[src/rtl/acbd_pkg.sv]
// Shared types and constants for the chunked body decoder.
`default_nettype none

package acbd_pkg;

    // Framing characters
    localparam logic [7:0] CH_CR   = 8'h0D;
    localparam logic [7:0] CH_LF   = 8'h0A;
    localparam logic [7:0] CH_SEMI = 8'h3B;

    // Bits per hex digit of the size field (radix 16)
    localparam int HEX_BITS = 4;

    // Default queue depths
    localparam int ACBD_CMD_DEPTH = 4;
    localparam int ACBD_RES_DEPTH = 4;

    // Result kinds
    localparam logic [1:0] RK_PAYLOAD  = 2'd0;
    localparam logic [1:0] RK_FINISHED = 2'd1;
    localparam logic [1:0] RK_ERROR    = 2'd2;

    // Error codes
    localparam logic [1:0] ERR_NONE      = 2'd0;
    localparam logic [1:0] ERR_BAD_SIZE  = 2'd1;
    localparam logic [1:0] ERR_OVERFLOW  = 2'd2;
    localparam logic [1:0] ERR_CHUNK_END = 2'd3;

    // Classified input byte, front to back
    typedef struct packed {
        logic                restart;
        logic                is_hex;
        logic [HEX_BITS-1:0] hex_val;
        logic                is_cr;
        logic                is_lf;
        logic                is_semi;
        logic [7:0]          data;
    } cmd_t;

    // One result item
    typedef struct packed {
        logic [1:0] kind;
        logic [7:0] payload;
        logic       chunk_end;
        logic [1:0] fault_code;
    } res_t;

endpackage

`default_nettype wire

[src/rtl/acbd_queue.sv]
// Small first-word-fall-through queue of register entries.
`default_nettype none

module acbd_queue #(
    parameter int DEPTH = 2,
    parameter int WIDTH = 1
) (
    input  logic             clk,
    input  logic             rst_n,
    input  logic             wr_en,
    input  logic [WIDTH-1:0] wr_data,
    input  logic             rd_en,
    output logic [WIDTH-1:0] rd_data,
    output logic             full,
    output logic             empty
);
    localparam int PTR_W = (DEPTH > 1) ? $clog2(DEPTH) : 1;
    localparam int CNT_W = $clog2(DEPTH + 1);

    logic [WIDTH-1:0] entry_reg [DEPTH];
    logic [PTR_W-1:0] wr_ptr_reg, wr_ptr_next;
    logic [PTR_W-1:0] rd_ptr_reg, rd_ptr_next;
    logic [CNT_W-1:0] count_reg, count_next;
    logic             do_wr;
    logic             do_rd;

    assign full    = (count_reg == CNT_W'(DEPTH));
    assign empty   = (count_reg == '0);
    assign do_wr   = wr_en && !full;
    assign do_rd   = rd_en && !empty;
    assign rd_data = entry_reg[rd_ptr_reg];

    // Pointer wrap and occupancy
    always_comb
    begin
        wr_ptr_next = wr_ptr_reg;
        rd_ptr_next = rd_ptr_reg;
        count_next  = count_reg;
        if (do_wr)
        begin
            wr_ptr_next = (wr_ptr_reg == PTR_W'(DEPTH - 1)) ? '0 : wr_ptr_reg + 1'b1;
        end
        if (do_rd)
        begin
            rd_ptr_next = (rd_ptr_reg == PTR_W'(DEPTH - 1)) ? '0 : rd_ptr_reg + 1'b1;
        end
        if (do_wr && !do_rd)
        begin
            count_next = count_reg + 1'b1;
        end
        else if (do_rd && !do_wr)
        begin
            count_next = count_reg - 1'b1;
        end
    end

    always_ff @(posedge clk or negedge rst_n)
    begin
        if (!rst_n)
        begin
            wr_ptr_reg <= '0;
            rd_ptr_reg <= '0;
            count_reg  <= '0;
        end
        else
        begin
            wr_ptr_reg <= wr_ptr_next;
            rd_ptr_reg <= rd_ptr_next;
            count_reg  <= count_next;
        end
    end

    // Entry storage, no reset
    always_ff @(posedge clk)
    begin
        if (do_wr)
        begin
            entry_reg[wr_ptr_reg] <= wr_data;
        end
    end

endmodule

`default_nettype wire

[src/rtl/acbd_front.sv]
// Front end: classifies each incoming byte and queues it for the sequencer.
`default_nettype none

module acbd_front #(
    parameter int DEPTH = 4
) (
    input  logic          clk,
    input  logic          rst_n,
    input  logic          push,
    output logic          full,
    input  logic          restart,
    input  logic [7:0]    data_byte,
    input  logic          cmd_pop,
    output logic          cmd_valid,
    output acbd_pkg::cmd_t cmd
);
    import acbd_pkg::*;

    cmd_t cmd_in;
    logic cmd_empty;

    // Hex digit decode, upper and lower case
    always_comb
    begin
        cmd_in         = '0;
        cmd_in.restart = restart;
        cmd_in.data    = data_byte;
        cmd_in.is_cr   = (data_byte == CH_CR);
        cmd_in.is_lf   = (data_byte == CH_LF);
        cmd_in.is_semi = (data_byte == CH_SEMI);
        if (data_byte >= 8'h30 && data_byte <= 8'h39)
        begin
            cmd_in.is_hex  = 1'b1;
            cmd_in.hex_val = data_byte[HEX_BITS-1:0];
        end
        else if ((data_byte >= 8'h41 && data_byte <= 8'h46) ||
                 (data_byte >= 8'h61 && data_byte <= 8'h66))
        begin
            cmd_in.is_hex  = 1'b1;
            cmd_in.hex_val = data_byte[HEX_BITS-1:0] + HEX_BITS'(9);
        end
    end

    // Queue between front and back
    acbd_queue #(
        .DEPTH (DEPTH),
        .WIDTH ($bits(cmd_t))
    ) u_cmd_q (
        .clk     (clk),
        .rst_n   (rst_n),
        .wr_en   (push),
        .wr_data (cmd_in),
        .rd_en   (cmd_pop),
        .rd_data (cmd),
        .full    (full),
        .empty   (cmd_empty)
    );

    assign cmd_valid = !cmd_empty;

endmodule

`default_nettype wire

[src/rtl/acbd_back.sv]
// Back end: framing sequencer and result queue.
`default_nettype none

module acbd_back #(
    parameter int DEPTH = 4
) (
    input  logic           clk,
    input  logic           rst_n,
    input  logic           cmd_valid,
    input  acbd_pkg::cmd_t cmd,
    output logic           cmd_pop,
    input  logic           pop,
    output logic           empty,
    output acbd_pkg::res_t result
);
    import acbd_pkg::*;

    typedef enum logic [2:0] {
        PH_SIZE,
        PH_SIZE_LF,
        PH_EXT,
        PH_EXT_CR,
        PH_DATA,
        PH_END_CR,
        PH_END_LF,
        PH_HALT
    } phase_t;

    phase_t      phase_reg, phase_next, phase_cur;
    logic [63:0] remaining_reg, remaining_next, remaining_cur;
    logic        has_digit_reg, has_digit_next, has_digit_cur;
    logic [63:0] remaining_dec;
    logic        take;
    logic        res_wr;
    res_t        res_in;
    logic        res_full;

    assign take          = cmd_valid && !res_full;
    assign cmd_pop       = take;
    assign remaining_dec = remaining_cur - 64'd1;

    // Restart takes effect before the byte is processed
    always_comb
    begin
        phase_cur     = cmd.restart ? PH_SIZE : phase_reg;
        remaining_cur = cmd.restart ? 64'd0 : remaining_reg;
        has_digit_cur = cmd.restart ? 1'b0 : has_digit_reg;
    end

    // Sequencer step
    always_comb
    begin
        phase_next     = phase_reg;
        remaining_next = remaining_reg;
        has_digit_next = has_digit_reg;
        res_wr         = 1'b0;
        res_in         = '0;
        if (take)
        begin
            phase_next     = phase_cur;
            remaining_next = remaining_cur;
            has_digit_next = has_digit_cur;
            case (phase_cur)
                PH_SIZE:
                begin
                    if (cmd.is_hex)
                    begin
                        if (remaining_cur[63:60] != '0)
                        begin
                            phase_next        = PH_HALT;
                            res_wr            = 1'b1;
                            res_in.kind       = RK_ERROR;
                            res_in.fault_code = ERR_OVERFLOW;
                        end
                        else
                        begin
                            remaining_next = {remaining_cur[59:0], cmd.hex_val};
                            has_digit_next = 1'b1;
                        end
                    end
                    else if (has_digit_cur && cmd.is_semi)
                    begin
                        phase_next = PH_EXT;
                    end
                    else if (has_digit_cur && cmd.is_cr)
                    begin
                        phase_next = PH_SIZE_LF;
                    end
                    else
                    begin
                        phase_next        = PH_HALT;
                        res_wr            = 1'b1;
                        res_in.kind       = RK_ERROR;
                        res_in.fault_code = ERR_BAD_SIZE;
                    end
                end
                PH_SIZE_LF, PH_EXT_CR:
                begin
                    if (cmd.is_lf)
                    begin
                        // size line done: zero ends the stream
                        if (remaining_cur == '0)
                        begin
                            phase_next  = PH_HALT;
                            res_wr      = 1'b1;
                            res_in.kind = RK_FINISHED;
                        end
                        else
                        begin
                            phase_next = PH_DATA;
                        end
                    end
                    else if (phase_cur == PH_SIZE_LF)
                    begin
                        phase_next        = PH_HALT;
                        res_wr            = 1'b1;
                        res_in.kind       = RK_ERROR;
                        res_in.fault_code = ERR_BAD_SIZE;
                    end
                    else if (!cmd.is_cr)
                    begin
                        phase_next = PH_EXT;
                    end
                end
                PH_EXT:
                begin
                    if (cmd.is_cr)
                    begin
                        phase_next = PH_EXT_CR;
                    end
                end
                PH_DATA:
                begin
                    remaining_next   = remaining_dec;
                    res_wr           = 1'b1;
                    res_in.kind      = RK_PAYLOAD;
                    res_in.payload   = cmd.data;
                    res_in.chunk_end = (remaining_dec == '0);
                    if (remaining_dec == '0)
                    begin
                        phase_next = PH_END_CR;
                    end
                end
                PH_END_CR:
                begin
                    if (cmd.is_cr)
                    begin
                        phase_next = PH_END_LF;
                    end
                    else
                    begin
                        phase_next        = PH_HALT;
                        res_wr            = 1'b1;
                        res_in.kind       = RK_ERROR;
                        res_in.fault_code = ERR_CHUNK_END;
                    end
                end
                PH_END_LF:
                begin
                    if (cmd.is_lf)
                    begin
                        phase_next     = PH_SIZE;
                        remaining_next = '0;
                        has_digit_next = 1'b0;
                    end
                    else
                    begin
                        phase_next        = PH_HALT;
                        res_wr            = 1'b1;
                        res_in.kind       = RK_ERROR;
                        res_in.fault_code = ERR_CHUNK_END;
                    end
                end
                default:
                begin
                    // halted: drop bytes until restart
                end
            endcase
        end
    end

    always_ff @(posedge clk or negedge rst_n)
    begin
        if (!rst_n)
        begin
            phase_reg     <= PH_SIZE;
            remaining_reg <= '0;
            has_digit_reg <= 1'b0;
        end
        else
        begin
            phase_reg     <= phase_next;
            remaining_reg <= remaining_next;
            has_digit_reg <= has_digit_next;
        end
    end

    // Result queue toward the consumer
    acbd_queue #(
        .DEPTH (DEPTH),
        .WIDTH ($bits(res_t))
    ) u_res_q (
        .clk     (clk),
        .rst_n   (rst_n),
        .wr_en   (res_wr),
        .wr_data (res_in),
        .rd_en   (pop),
        .rd_data (result),
        .full    (res_full),
        .empty   (empty)
    );

endmodule

`default_nettype wire

[src/rtl/aws_chunked_body_decoder.sv]
// Chunked body decoder: one raw byte in, at most one result out.
//
// Input channel: drive restart and data_byte with push; a byte transfers on a
// rising edge with push high and full low. restart=1 returns the decoder to
// expect a chunk size before that byte is parsed.
// Result channel: while empty is low the oldest result sits on result_kind,
// payload_byte, chunk_end and fault_code; it transfers on an edge with pop
// high. Kinds: payload byte (chunk_end on the last byte of a chunk), stream
// finished, framing error with its code. Size, CR/LF and extension bytes
// give no result unless they finish the stream or raise an error.
// Path: a byte is held in the command queue, and its result in the result queue.
// Throughput: one byte per cycle while the result queue has room, set by the
// sequencer step (one 64-bit decrement and compare); the command queue and the
// result queue let the input keep flowing while a result waits.
// Reset: both queues empty, decoder expecting size digits.
// Receiver stall: results pile up in the result queue; once it is full the
// sequencer holds, the command queue fills, and full rises.
`default_nettype none

module aws_chunked_body_decoder #(
    parameter int CMD_DEPTH = acbd_pkg::ACBD_CMD_DEPTH,
    parameter int RES_DEPTH = acbd_pkg::ACBD_RES_DEPTH
) (
    input  logic       clk,
    input  logic       rst_n,
    input  logic       push,
    output logic       full,
    input  logic       restart,
    input  logic [7:0] data_byte,
    output logic       empty,
    input  logic       pop,
    output logic [1:0] result_kind,
    output logic [7:0] payload_byte,
    output logic       chunk_end,
    output logic [1:0] fault_code
);
    import acbd_pkg::*;

    cmd_t cmd;
    logic cmd_valid;
    logic cmd_pop;
    res_t result;

    acbd_front #(
        .DEPTH (CMD_DEPTH)
    ) u_front (
        .clk       (clk),
        .rst_n     (rst_n),
        .push      (push),
        .full      (full),
        .restart   (restart),
        .data_byte (data_byte),
        .cmd_pop   (cmd_pop),
        .cmd_valid (cmd_valid),
        .cmd       (cmd)
    );

    acbd_back #(
        .DEPTH (RES_DEPTH)
    ) u_back (
        .clk       (clk),
        .rst_n     (rst_n),
        .cmd_valid (cmd_valid),
        .cmd       (cmd),
        .cmd_pop   (cmd_pop),
        .pop       (pop),
        .empty     (empty),
        .result    (result)
    );

    assign result_kind  = result.kind;
    assign payload_byte = result.payload;
    assign chunk_end    = result.chunk_end;
    assign fault_code   = result.fault_code;

endmodule

`default_nettype wire

[config.mk]
export PLATFORM = sky130hd
export DESIGN_NAME = aws_chunked_body_decoder
export DESIGN_NICKNAME = d
export VERILOG_FILES = /design/src/rtl/acbd_pkg.sv /design/src/rtl/acbd_queue.sv /design/src/rtl/acbd_front.sv /design/src/rtl/acbd_back.sv /design/src/rtl/aws_chunked_body_decoder.sv
export SDC_FILE = /design/constraint.sdc
export NUM_CORES = 1
export LEC_CHECK = 0
export BUFFER_PORTS_ARGS = -buffer_cell sky130_fd_sc_hd__buf_2
export CORE_ASPECT_RATIO = 1.4
export CORE_MARGIN = 2
export CORE_UTILIZATION = 40
export CTS_CLUSTER_SIZE = 10
export DETAILED_ROUTE_END_ITERATION = 8
export SKIP_LAST_GASP = 1
export SYNTH_ARGS = -nofsm -noshare
export SYNTH_HDL_FRONTEND = slang
export SYNTH_SLANG_ARGS = --single-unit
[constraint.sdc]
create_clock -name clk -period 11.95 [get_ports clk]
set_clock_uncertainty 0.2 [all_clocks]
set_input_delay 1.7925 -clock clk [delete_from_list [all_inputs] [get_ports clk]]
set_output_delay 1.7925 -clock clk [all_outputs]
set_load 0.02 [all_outputs]
After elaboration in Yosys (flattened, before gate mapping). Memory sizes are Yosys's and may differ from the RTL's. Cells that the tools add are included.

Memories kept: 2. Register bits after elaboration: 82. Output and inout bits: 15. Memory bits (writable): 120. Input bits: 13.

Memories: u_front.u_cmd_q.entry_reg (depth 4, bits a word 17, rd ports 1, clocked after Yosys merged registers in 0, write ports 1, line acbd_queue.sv:20) `logic [WIDTH-1:0] entry_reg [DEPTH];`; u_back.u_res_q.entry_reg (depth 4, bits a word 13, rd ports 1, clocked after Yosys merged registers in 0, write ports 1, line acbd_queue.sv:20).

Multiplexer cells: 69. Equal/unequal tests: 15. $add $sub $neg: 10. Reduce and logical (&&, ||, !) cells: 32. Magnitude comparators: 6.

Operator list (count): $mux 64 (4); $pmux 64 s3 (1); $logic_not 64->1 (2); $sub 64x1->64 const B (1); $mux 3 (15); $mux 2 (18); $mux 1 (22); $pmux 3 s6 (1); $eq 8x4->1 const B (2); $ge 8x7->1 const B (2); $le 8x7->1 const B (2); $pmux 2 s4 (2); $eq 3x3->1 const B (5); $logic_and 1x1->1 (14); $mux 13 (1); $mux 5 (2); $logic_not 3->1 (3); $mux 9 (1); $add 2x1->2 const B (4); $eq 2x2->1 const B (4); $eq 8x6->1 const B (1); $ge 8x6->1 const B (1); $le 8x6->1 const B (1); $logic_not 1->1 (8); other kinds (11) (15).

Depth between registers and ports, before layout. Gate-level depths: netlist (run 1). An unclocked memory read counts as a cell.

Depth in word-level cells: 13. Gate-level depth with buffers: 21. Mapped depth without buffers: 15.

Hierarchy. From an unflattened synthesis (run 1), not the netlist that was laid out.

Cell total of the unflattened synthesis: 1246. Area total of the unflattened synthesis: 12569.6 um^2.

By module, submodules not included: acbd_back (times used 1, area an instance 7110.6 um^2, cells each 988, sequential area each 1701.6 um^2); acbd_queue at u_front.u_cmd_q (times used 1, area an instance 2900.3 um^2, cells each 126, sequential area each 2217.1 um^2); acbd_queue at u_back.u_res_q (times used 1, area an instance 2338.5 um^2, cells each 105, sequential area each 1736.7 um^2); acbd_front (times used 1, area an instance 220.2 um^2, cells each 27, sequential area each 0.0 um^2).

Worst setup path before layout (run 1). OpenSTA, ideal clock, no wires.

Path type: reg2reg. Start: register u_front.u_cmd_q.rd_ptr_reg[1]. End: memory u_back.u_res_q.entry_reg[0][2] in the netlist's numbering (data pin). Period minus slack after synthesis: 5358 ps. Path slack: 6592 ps. Stages on the path, launching flop included: 20. Setup time: 239 ps. Required time: 11511 ps. Arrival time: 4919 ps. Cell sequence: dfrtp_1 -> buf_2 -> mux2_2 -> mux2i_1 -> buf_2 -> buf_2 -> clkbuf_1 -> buf_1 -> buf_2 -> nand2_1 -> ha_1 -> clkbuf_1 -> nand2_1 -> a2bb2oi_2 -> clkbuf_1 -> nand3_1 -> a211oi_1 -> o211ai_1 -> or4_1 -> nor4_1.

RTL lines: start, declared (line acbd_queue.sv:22) `logic [PTR_W-1:0] rd_ptr_reg, rd_ptr_next;`; start signal, assigned (line acbd_queue.sv:68) `rd_ptr_reg <= rd_ptr_next;`; end, declared (line acbd_queue.sv:20).

==> results by group, run 1 <==
Placement
  • GPL Wtd Cong: 0.924
  • Dpl hpwl: 22.7 mm
  • Port bufs: 27

Clock tree
  • Clk root buf: clkbuf_16
  • Buffer depth of the longest clock path: 3
  • CTS tree: yes
  • Clock sinks: 202
  • Hold Buf Count CTS: 0
  • H-tree Lvls: 1
  • Postcts setup bufs: 0
  • CTS resizes: 0
  • Clock Pin Slew Worst Setup and Hold Paths: 0.06 ns
  • CTS Buf Count: 25
  • Clk Latency, worst-skew pair: 0.56 ns

Logic synthesis
  • Post-Syn Area: 0.0118 mm²
  • Main synth FF type: edfxtp_1
  • Asr flop ratio synth: 0.406
  • Seq/Total Area, Yosys: 0.480
  • Area leader, netlist: edfxtp_1
  • Area contributors post-synth: edfxtp_1, dfrtp_1, mux4_2, o21ai_0, nand2_1
  • Synth Warn #: 0
  • Seq cells post-synth: 202
  • Synth cell types: 82
  • Synth Net Count: 1168
  • Per-instance average area after synthesis: 10.4 µm²
  • Post-synth EDFFs: 120
  • Post-Synthesis Cells: 1134
  • Top cell type's share of synthesized area: 0.306

Run
  • Max-capacitance violation count: 0

Min path
  • Hold Path End: u_front.u_cmd_q.count_reg[2]$_DFFE_PN0P_
  • Hold_sp: u_front.u_cmd_q.count_reg[2]$_DFFE_PN0P_
  • Hold-critical path depth: 1
  • Worst hold path class: flop to flop

Cells and area
  • FF/Latch Area: 0.00566 mm²
  • Area growth, synth to finish: 9.47%
  • ANT cells: 0
  • Commonest non-fill, non-tap cell in the layout: edfxtp_1
  • Area occupied by multi-input gates: 0.00567 mm²
  • Share of cells above drive strength 1: 0.131
  • Nets@finish: 1143
  • Max reg flops: 68
  • Most frequent cells in the layout: edfxtp_1, nand2_1, o21ai_0
  • Fill cell count: 2744

Route
  • Antenna-violating nets left: 0
  • Total number of vias: 9617
  • WL/cell: 23.1 µm
  • Pre-Repair DR Iteration Count: 6
  • Initial DRC Count: 978
  • Via density: 6.38
  • Final WL: 34.8 mm
  • DRC violations left: 0

Floorplanning
  • Initial Util: 0.405
  • Die height: 207 µm
  • Die area: 0.0309 mm²
  • IO Pins: 28
  • Row count: 74
  • Die extent in x: 149 µm
  • CORE AREA: 0.0291 mm²

Timing
  • Final setup viols: 0
  • Setup TNS: 0 ns
  • Least-Margin Pin Slew: 1.06 ns
  • Crit share post-route: 0.560
  • Max Freq: 150 MHz
  • Hold Vio Cnt, Final: 0
  • Final critical-path required period: 6.69 ns
  • RSZ-0062 raised after global routing: false
  • Rel. slew slack: 0.293
  • Max Slew Vio Count: 0

Global route
  • Vias in the first global route: 9730
  • Pin count of the biggest net entering global routing: 60
  • First-pass GRT wire length: 55.5 mm
  • Congestion Overflow GR: 0
  • Global Route Usage Sum: 0.229
  • Antenna violations before repair: 0

Setup path
  • CP peak stage delay: 0.98 ns
  • WP data required: 11.99 ns
  • R2R depth: 13
  • Setup CP Type: flop to flop
  • FF-to-FF Start: u_front.u_cmd_q.rd_ptr_reg[1]$_DFFE_PN0P_
  • CP arrival: 6.73 ns
  • CP bufs+invs: 1
  • Critical Path, Cell by Cell: mux2_2 -> mux2i_4 -> buf_4 -> nand2_1 -> ha_1 -> nor2b_1 -> a2bb2oi_2 -> nand2_1 -> a21o_1 -> a2111o_1 -> nor4_1 -> nand4_1 -> nor4_1
  • Family with the most delay on the worst path: simple AND/OR/NAND/NOR gates
  • Worst reg2reg endpoint: u_back.u_res_q.entry_reg[2][2]$_DFFE_PP_
  • Slowest CP cell: dfrtp_1
  • Crit path launch type: flop
  • Flop2flop setup slack: 5.26 ns
  • Setup crit end kind: flop
  • Max Fanout on Critical Path: 59

Run status
  • Outcome: completed
## synthesized netlist by cell type (all sizes together), types with 12 or more instances
cell type and number:
a21oi 52, a22o 21, a22oi 29, and3 22
buf 24, clkbuf 73, dfrtp 82, edfxtp 120
ha 19, inv 21, mux4 30, nand2 106
nand3 20, nand4 19, nor2 79, nor2b 12
nor3 33, nor4 42, o21ai 97, o31ai 12
or4 15, xnor2 18, xor2 12
## logic make-up (layout without fill, tap and decap cells)
| family | after synthesis | after routing | synth area share |
|---|---|---|---|
| AOI/OAI and AO/OA | 310 | 310 | 0.178 |
| xor gates and xnor gates | 30 | 30 | 0.0223 |
| adders and majority gates | 21 | 21 | 0.0236 |
| buffers and inverters | 118 | 112 | 0.0411 |
| DFF | 202 | 202 | 0.480 |
| muxes | 44 | 44 | 0.0707 |
| and+or+nand+nor | 409 | 409 | 0.184 |
## final cells by class
type,instances,area share
clock buffers,41,0.0547
inverters,21,0.00611
clock inverters,5,0.00301
flip-flops and latches,202,0.439
multi-input cells,814,0.440
well taps,380,0.0369
repair buffers,45,0.0212
## stage by stage
step	cell area (µm²)	setup WS (ns)	utilization	instances	hold WS, ns
final	12900	5.26	0.444	1508	0.302
after global routing	12900	4.74	0.444	1508	0.306
after CTS	12900	5.29	0.444	1508	0.307
after detailed placement	12200	5.29	0.418	1462	0.295
after global placement	12200	5.39	0.418	1462	0.299
after floorplan	11800	6.59	-	1134	0.256
## layer usage
metal  vias to the layer above  part of all wire  global-route usage
met4                         0             0.051               0.109
li1                       4334                 -                   -
met3                       115             0.065              0.0363
met1                      4735              0.39               0.287
met2                       433              0.49               0.383
met5                         -                 0                   0
## worst max-delay path by stage
| stage | from | to | slack [ns] | depth (start not counted) |
|---|---|---|---|---|
| 2_1_floorplan | u_front.u_cmd_q.rd_ptr_reg[1]$_DFFE_PN0P_ | u_back.u_res_q.entry_reg[0][2]$_DFFE_PP_ | 6.59 | 19 |
| 3_3_place_gp | u_front.u_cmd_q.rd_ptr_reg[1]$_DFFE_PN0P_ | u_back.u_res_q.entry_reg[0][2]$_DFFE_PP_ | 5.39 | 13 |
| 3_5_place_dp | u_front.u_cmd_q.rd_ptr_reg[1]$_DFFE_PN0P_ | u_back.u_res_q.entry_reg[1][2]$_DFFE_PP_ | 5.29 | 13 |
| 4_1_cts | u_front.u_cmd_q.rd_ptr_reg[1]$_DFFE_PN0P_ | u_back.u_res_q.entry_reg[0][2]$_DFFE_PP_ | 5.29 | 13 |
| 5_1_grt | u_front.u_cmd_q.rd_ptr_reg[1]$_DFFE_PN0P_ | u_back.u_res_q.entry_reg[2][2]$_DFFE_PP_ | 4.74 | 13 |
| 6_report | u_front.u_cmd_q.rd_ptr_reg[1]$_DFFE_PN0P_ | u_back.u_res_q.entry_reg[2][2]$_DFFE_PP_ | 5.26 | 13 |
Power of run 1 is left out: the tool's default activity adds up to more than one toggle a clock period on the data nets, which glitch-free logic cannot reach.
==> inputs of run 2 (changes only) <==
Clock period 11.95 ns to 7 ns, I/O delays scaled along.
==> results by group, run 2 (synthesis gave the netlist of run 1 again) <==
Setup path
  • CP arrival: 5.12 ns (-1.61 ns)
  • CP peak stage delay: 0.79 ns (-0.19 ns)
  • Crit path launch type: flop
  • R2R depth: 13 (unchanged)
  • Flop2flop setup slack: 1.90 ns (-3.36 ns)
  • Setup crit end kind: flop
  • Critical Path, Cell by Cell: buf_4 -> mux2_2 -> mux2i_4 -> nand2_1 -> ha_1 -> nor2b_1 -> o2bb2ai_1 -> nor2_1 -> nor4_1 -> a2111o_1 -> nor4_1 -> nand4_1 -> nor4_1
  • Slowest CP cell: nor4_1
  • Max Fanout on Critical Path: 22 (-63%)
  • Cell repeated most along the worst path: nor4_1
  • FF-to-FF Start: u_front.u_cmd_q.rd_ptr_reg[1]$_DFFE_PN0P_
  • Worst reg2reg endpoint: u_back.u_res_q.entry_reg[0][2]$_DFFE_PP_
  • WP data required: 7.02 ns (-4.97 ns)
  • Setup CP Type: flop to flop

Clock tree
  • H-tree Lvls: 1 (unchanged)
  • Clock sinks: 202 (unchanged)
  • Clk Latency, worst-skew pair: 0.57 ns (about the same)
  • CTS resizes: 0 (unchanged)
  • Buffer depth of the longest clock path: 3 (unchanged)
  • Postcts setup bufs: 0 (unchanged)
  • Hold Buf Count CTS: 0 (unchanged)
  • CTS tree: yes
  • Clk root buf: clkbuf_16
  • CTS Buf Count: 25 (unchanged)
  • Clock Pin Slew Worst Setup and Hold Paths: 0.06 ns (about the same)

Placement
  • Dpl hpwl: 22.6 mm (-0.16%)
  • Port bufs: 27 (unchanged)
  • GPL Wtd Cong: 0.946 (+2.4%)

Global route
  • Antenna violations before repair: 0 (unchanged)
  • Congestion Overflow GR: 0 (unchanged)
  • First-pass GRT wire length: 54.0 mm (-2.7%)
  • Pin count of the biggest net entering global routing: 58 (-3.3%)
  • Global Route Usage Sum: 0.222 (-0.00678)
  • Vias in the first global route: 9463 (-2.7%)

Floorplanning
  • Die height: 207 µm (unchanged)
  • Row count: 74 (unchanged)
  • Die area: 0.0309 mm² (unchanged)
  • CORE AREA: 0.0291 mm² (unchanged)
  • Initial Util: 0.405 (unchanged)
  • IO Pins: 28 (unchanged)
  • Die extent in x: 149 µm (unchanged)

Timing
  • Setup TNS: 0 ns (unchanged)
  • Hold Vio Cnt, Final: 0 (unchanged)
  • Final hold slack: 0.197 ns (-0.105 ns)
  • Final critical-path required period: 5.10 ns (-1.59 ns)
  • Final setup viols: 0 (unchanged)
  • RSZ-0062 raised after global routing: false
  • Rel. slew slack: 0.291 (-0.00193)
  • Least-Margin Pin Slew: 1.05 ns (-0.00682 ns)
  • Crit share post-route: 0.729 (+0.169)
  • Max Slew Vio Count: 0 (unchanged)
  • Max Freq: 196 MHz (+31%)

Route
  • WL/cell: 22.7 µm (-1.9%)
  • Final WL: 34.2 mm (-1.8%)
  • Total number of vias: 9531 (-0.89%)
  • Antenna-violating nets left: 0 (unchanged)
  • Pre-Repair DR Iteration Count: 6 (unchanged)
  • DRC violations left: 0 (unchanged)
  • Initial DRC Count: 960 (-1.8%)
  • Via density: 6.32 (-0.96%)

Cells and area
  • Commonest non-fill, non-tap cell in the layout: edfxtp_1
  • ANT cells: 0 (unchanged)
  • Fill cell count: 2784 (+1.5%)
  • Area occupied by multi-input gates: 0.00567 mm² (unchanged)
  • Share of cells above drive strength 1: 0.133 (+0.00166)
  • FF/Latch Area: 0.00566 mm² (unchanged)
  • Nets@finish: 1146 (+0.26%)
  • Post-layout util: 0.445 (+0.00189)
  • Area growth, synth to finish: 9.94%
  • Most frequent cells in the layout: edfxtp_1, nand2_1, o21ai_0
  • Max reg flops: 68 (unchanged)

Min path
  • Worst hold path class: primary input to asynchronous set/reset pin

Run status
  • Outcome: completed

Run
  • Max-capacitance violation count: 0 (unchanged)
run 2: worst max-delay path: cells and delay by family, from the launching register on:
kind	cells	cell delay (ns)
AO/OA/AOI/OAI	2	0.70
adder cells (fa/ha/maj)	1	0.36
buffers and inverters	1	0.29
flip-flops	1	0.32
multiplexers	2	0.61
AND/OR/NAND/NOR	7	2.26
run 2: how the worst max path moves through the flow:
stage	start	to	slack (ns)
floorplan	u_front.u_cmd_q.rd_ptr_reg[1]$_DFFE_PN0P_	u_back.u_res_q.entry_reg[0][2]$_DFFE_PP_	1.64
global placement	u_front.u_cmd_q.rd_ptr_reg[1]$_DFFE_PN0P_	u_back.u_res_q.entry_reg[2][2]$_DFFE_PP_	2.03
detailed placement	u_front.u_cmd_q.rd_ptr_reg[1]$_DFFE_PN0P_	u_back.u_res_q.entry_reg[0][2]$_DFFE_PP_	1.89
CTS	u_front.u_cmd_q.rd_ptr_reg[1]$_DFFE_PN0P_	u_back.u_res_q.entry_reg[0][2]$_DFFE_PP_	1.84
global route	u_front.u_cmd_q.rd_ptr_reg[1]$_DFFE_PN0P_	u_back.u_res_q.entry_reg[0][2]$_DFFE_PP_	1.49
finish	u_front.u_cmd_q.rd_ptr_reg[1]$_DFFE_PN0P_	u_back.u_res_q.entry_reg[0][2]$_DFFE_PP_	1.90
run 2: cell type report:
cell class                      count  area share
Tap cell                          380      0.0367
Clock inverter                      5     0.00686
Sequential cell                   202       0.437
Clock buffer                       39      0.0531
Timing Repair Buffer               48      0.0228
Inverter                           21     0.00609
Multi-Input combinational cell    814       0.438
run 2: through the flow:
step	std cells	cell area, µm²	worst slack [ns]
floorplan	1134	11800	1.64
global placement	1465	12200	2.03
detailed placement	1465	12200	1.89
CTS	1509	13000	1.84
global route	1509	13000	1.49
finish	1509	13000	1.90
run 2: metal layers:
layer | global-route usage | part of all wire | vias to the layer above
met2 | 0.371 | 0.49 | 431
met4 | 0.118 | 0.052 | 0
met5 | 0 | 0 | -
met1 | 0.278 | 0.39 | 4636
met3 | 0.0297 | 0.065 | 120
li1 | - | - | 4344
Power of run 2 is left out for the same reason.
==> inputs of run 3 (changes only) <==
Clock period 7 ns to 5.35 ns, I/O delays scaled along.
==> results by group, run 3 (synthesis gave the netlist of run 1 again) <==
Run status
  • Outcome: completed

Setup path
  • CP arrival: 5.02 ns (-0.10 ns)
  • WP data required: 5.56 ns (-1.46 ns)
  • Flop2flop setup slack: 0.54 ns (-1.36 ns)
  • FF-to-FF Start: u_front.u_cmd_q.rd_ptr_reg[0]$_DFFE_PN0P_
  • R2R depth: 11 (-2)
  • Worst reg2reg endpoint: u_back.u_res_q.entry_reg[1][2]$_DFFE_PP_
  • Setup CP Type: flop to flop
  • Crit path launch type: flop
  • Setup crit end kind: flop
  • Max Fanout on Critical Path: 11 (-50%)

Global route
  • Global Route Usage Sum: 0.223 (+0.00135)
  • Congestion Overflow GR: 0 (unchanged)
  • Pin count of the biggest net entering global routing: 58 (unchanged)
  • Vias in the first global route: 9537 (+0.78%)
  • First-pass GRT wire length: 54.6 mm (+1.1%)
  • Antenna violations before repair: 0 (unchanged)

Cells and area
  • Fill cell count: 2777 (-0.25%)
  • Area growth, synth to finish: 10.1%
  • Share of cells above drive strength 1: 0.136 (+0.00282)
  • ANT cells: 0 (unchanged)
  • Max reg flops: 68 (unchanged)
  • Commonest non-fill, non-tap cell in the layout: edfxtp_1
  • Nets@finish: 1151 (+0.44%)
  • Most frequent cells in the layout: edfxtp_1, nand2_1, o21ai_0

Clock tree
  • Postcts setup bufs: 0 (unchanged)
  • Clk root buf: clkbuf_16
  • Clk Latency, worst-skew pair: 0.56 ns (about the same)
  • Clock sinks: 202 (unchanged)
  • Clock Pin Slew Worst Setup and Hold Paths: 0.06 ns (about the same)
  • CTS Buf Count: 25 (unchanged)
  • H-tree Lvls: 1 (unchanged)
  • CTS resizes: 0 (unchanged)
  • Hold Buf Count CTS: 0 (unchanged)
  • Buffer depth of the longest clock path: 3 (unchanged)
  • CTS tree: yes

Floorplanning
  • Die height: 207 µm (unchanged)
  • Die area: 0.0309 mm² (unchanged)
  • IO Pins: 28 (unchanged)
  • Initial Util: 0.405 (unchanged)
  • Row count: 74 (unchanged)
  • CORE AREA: 0.0291 mm² (unchanged)
  • Die extent in x: 149 µm (unchanged)

Timing
  • Max Slew Vio Count: 0 (unchanged)
  • Max Freq: 208 MHz (+6.0%)
  • Setup TNS: 0 ns (unchanged)
  • Crit share post-route: 0.900 (+0.171)
  • Rel. slew slack: 0.236 (-0.0553)
  • RSZ-0062 raised after global routing: false
  • Hold Vio Cnt, Final: 0 (unchanged)
  • Least-Margin Pin Slew: 1.14 ns (+0.0899 ns)
  • Final setup viols: 0 (unchanged)
  • Final critical-path required period: 4.81 ns (-0.289 ns)
  • Final Worst Setup Slack: 0.537 ns (-1.36 ns)
  • Final hold slack: 0.00236 ns (-0.194 ns)

Route
  • Via density: 6.34 (+0.42%)
  • Final WL: 34.0 mm (-0.62%)
  • WL/cell: 22.4 µm (-1.0%)
  • Pre-Repair DR Iteration Count: 6 (unchanged)
  • Total number of vias: 9609 (+0.82%)
  • DRC violations left: 0 (unchanged)
  • Antenna-violating nets left: 0 (unchanged)
  • Initial DRC Count: 1030 (+7.3%)

Min path
  • Worst hold path class: primary input to asynchronous set/reset pin

Placement
  • Port bufs: 27 (unchanged)
  • Pre-CTS setup slack: 0.687 ns (-1.20 ns)
  • GPL Wtd Cong: 0.976 (+3.2%)
  • Dpl hpwl: 22.8 mm (+0.79%)

Run
  • Max-capacitance violation count: 0 (unchanged)
run 3: changes by cell type in the layout (fill, tap and decap cells not counted), sizes merged:
cell	previous run	this run
clkbuf	39	40
clkinv	2	3
buf	48	53
bufinv	2	1
run 3: worst max path at each step:
stage	start	end	slack, ns	cells past startpoint
global placement	u_front.u_cmd_q.rd_ptr_reg[0]$_DFFE_PN0P_	u_back.u_res_q.entry_reg[0][2]$_DFFE_PP_	0.66	11
CTS	u_front.u_cmd_q.rd_ptr_reg[0]$_DFFE_PN0P_	u_back.u_res_q.entry_reg[1][2]$_DFFE_PP_	0.65	13
floorplan	u_front.u_cmd_q.rd_ptr_reg[1]$_DFFE_PN0P_	u_back.u_res_q.entry_reg[0][2]$_DFFE_PP_	0.07	19
global route	u_front.u_cmd_q.rd_ptr_reg[0]$_DFFE_PN0P_	u_back.u_res_q.entry_reg[1][2]$_DFFE_PP_	0.32	13
finish	u_front.u_cmd_q.rd_ptr_reg[0]$_DFFE_PN0P_	u_back.u_res_q.entry_reg[1][2]$_DFFE_PP_	0.54	11
detailed placement	u_front.u_cmd_q.rd_ptr_reg[0]$_DFFE_PN0P_	u_back.u_res_q.entry_reg[1][2]$_DFFE_PP_	0.69	13
run 3: through the flow:
step | util | area, µm² | std cells
6_report | 0.446 | 13000 | 1515
2_1_floorplan | - | 11800 | 1134
3_3_place_gp | 0.420 | 12200 | 1470
3_5_place_dp | 0.420 | 12200 | 1470
5_1_grt | 0.446 | 13000 | 1515
4_1_cts | 0.446 | 13000 | 1515
run 3: final cells by class:
class	instances	area [µm²]	share of cell area
clock buffer	40	692	0.0534
clock inverter	5	63.8	0.00492
inverter	21	78.8	0.00608
multi-input combinational	814	5670	0.437
sequential	202	5660	0.436
tap	380	475	0.0367
timing repair buffer	53	333	0.0257
run 3: critical path, cell delays in order, from the launching register on:
cell and delay, ns:
dfrtp_1 0.57, mux2i_4 0.29, nand2_1 0.15, ha_1 0.41, nor2b_1 0.29, nand3_1 0.18, a2111oi_2 0.71, a311oi_1 0.30
nor4_1 0.64, nand4_1 0.16, nor4_1 0.56, buf_4 0.22
run 3: per-layer routing:
layer	share of wire	vias to the layer above	global-route usage	wire (µm)
met5	0	-	0	0
met4	0.050	0	0.114	1700
met3	0.062	121	0.0366	2120
met2	0.49	430	0.369	16700
met1	0.40	4704	0.281	13500
li1	-	4354	-	-
Power of run 3 is left out for the same reason.
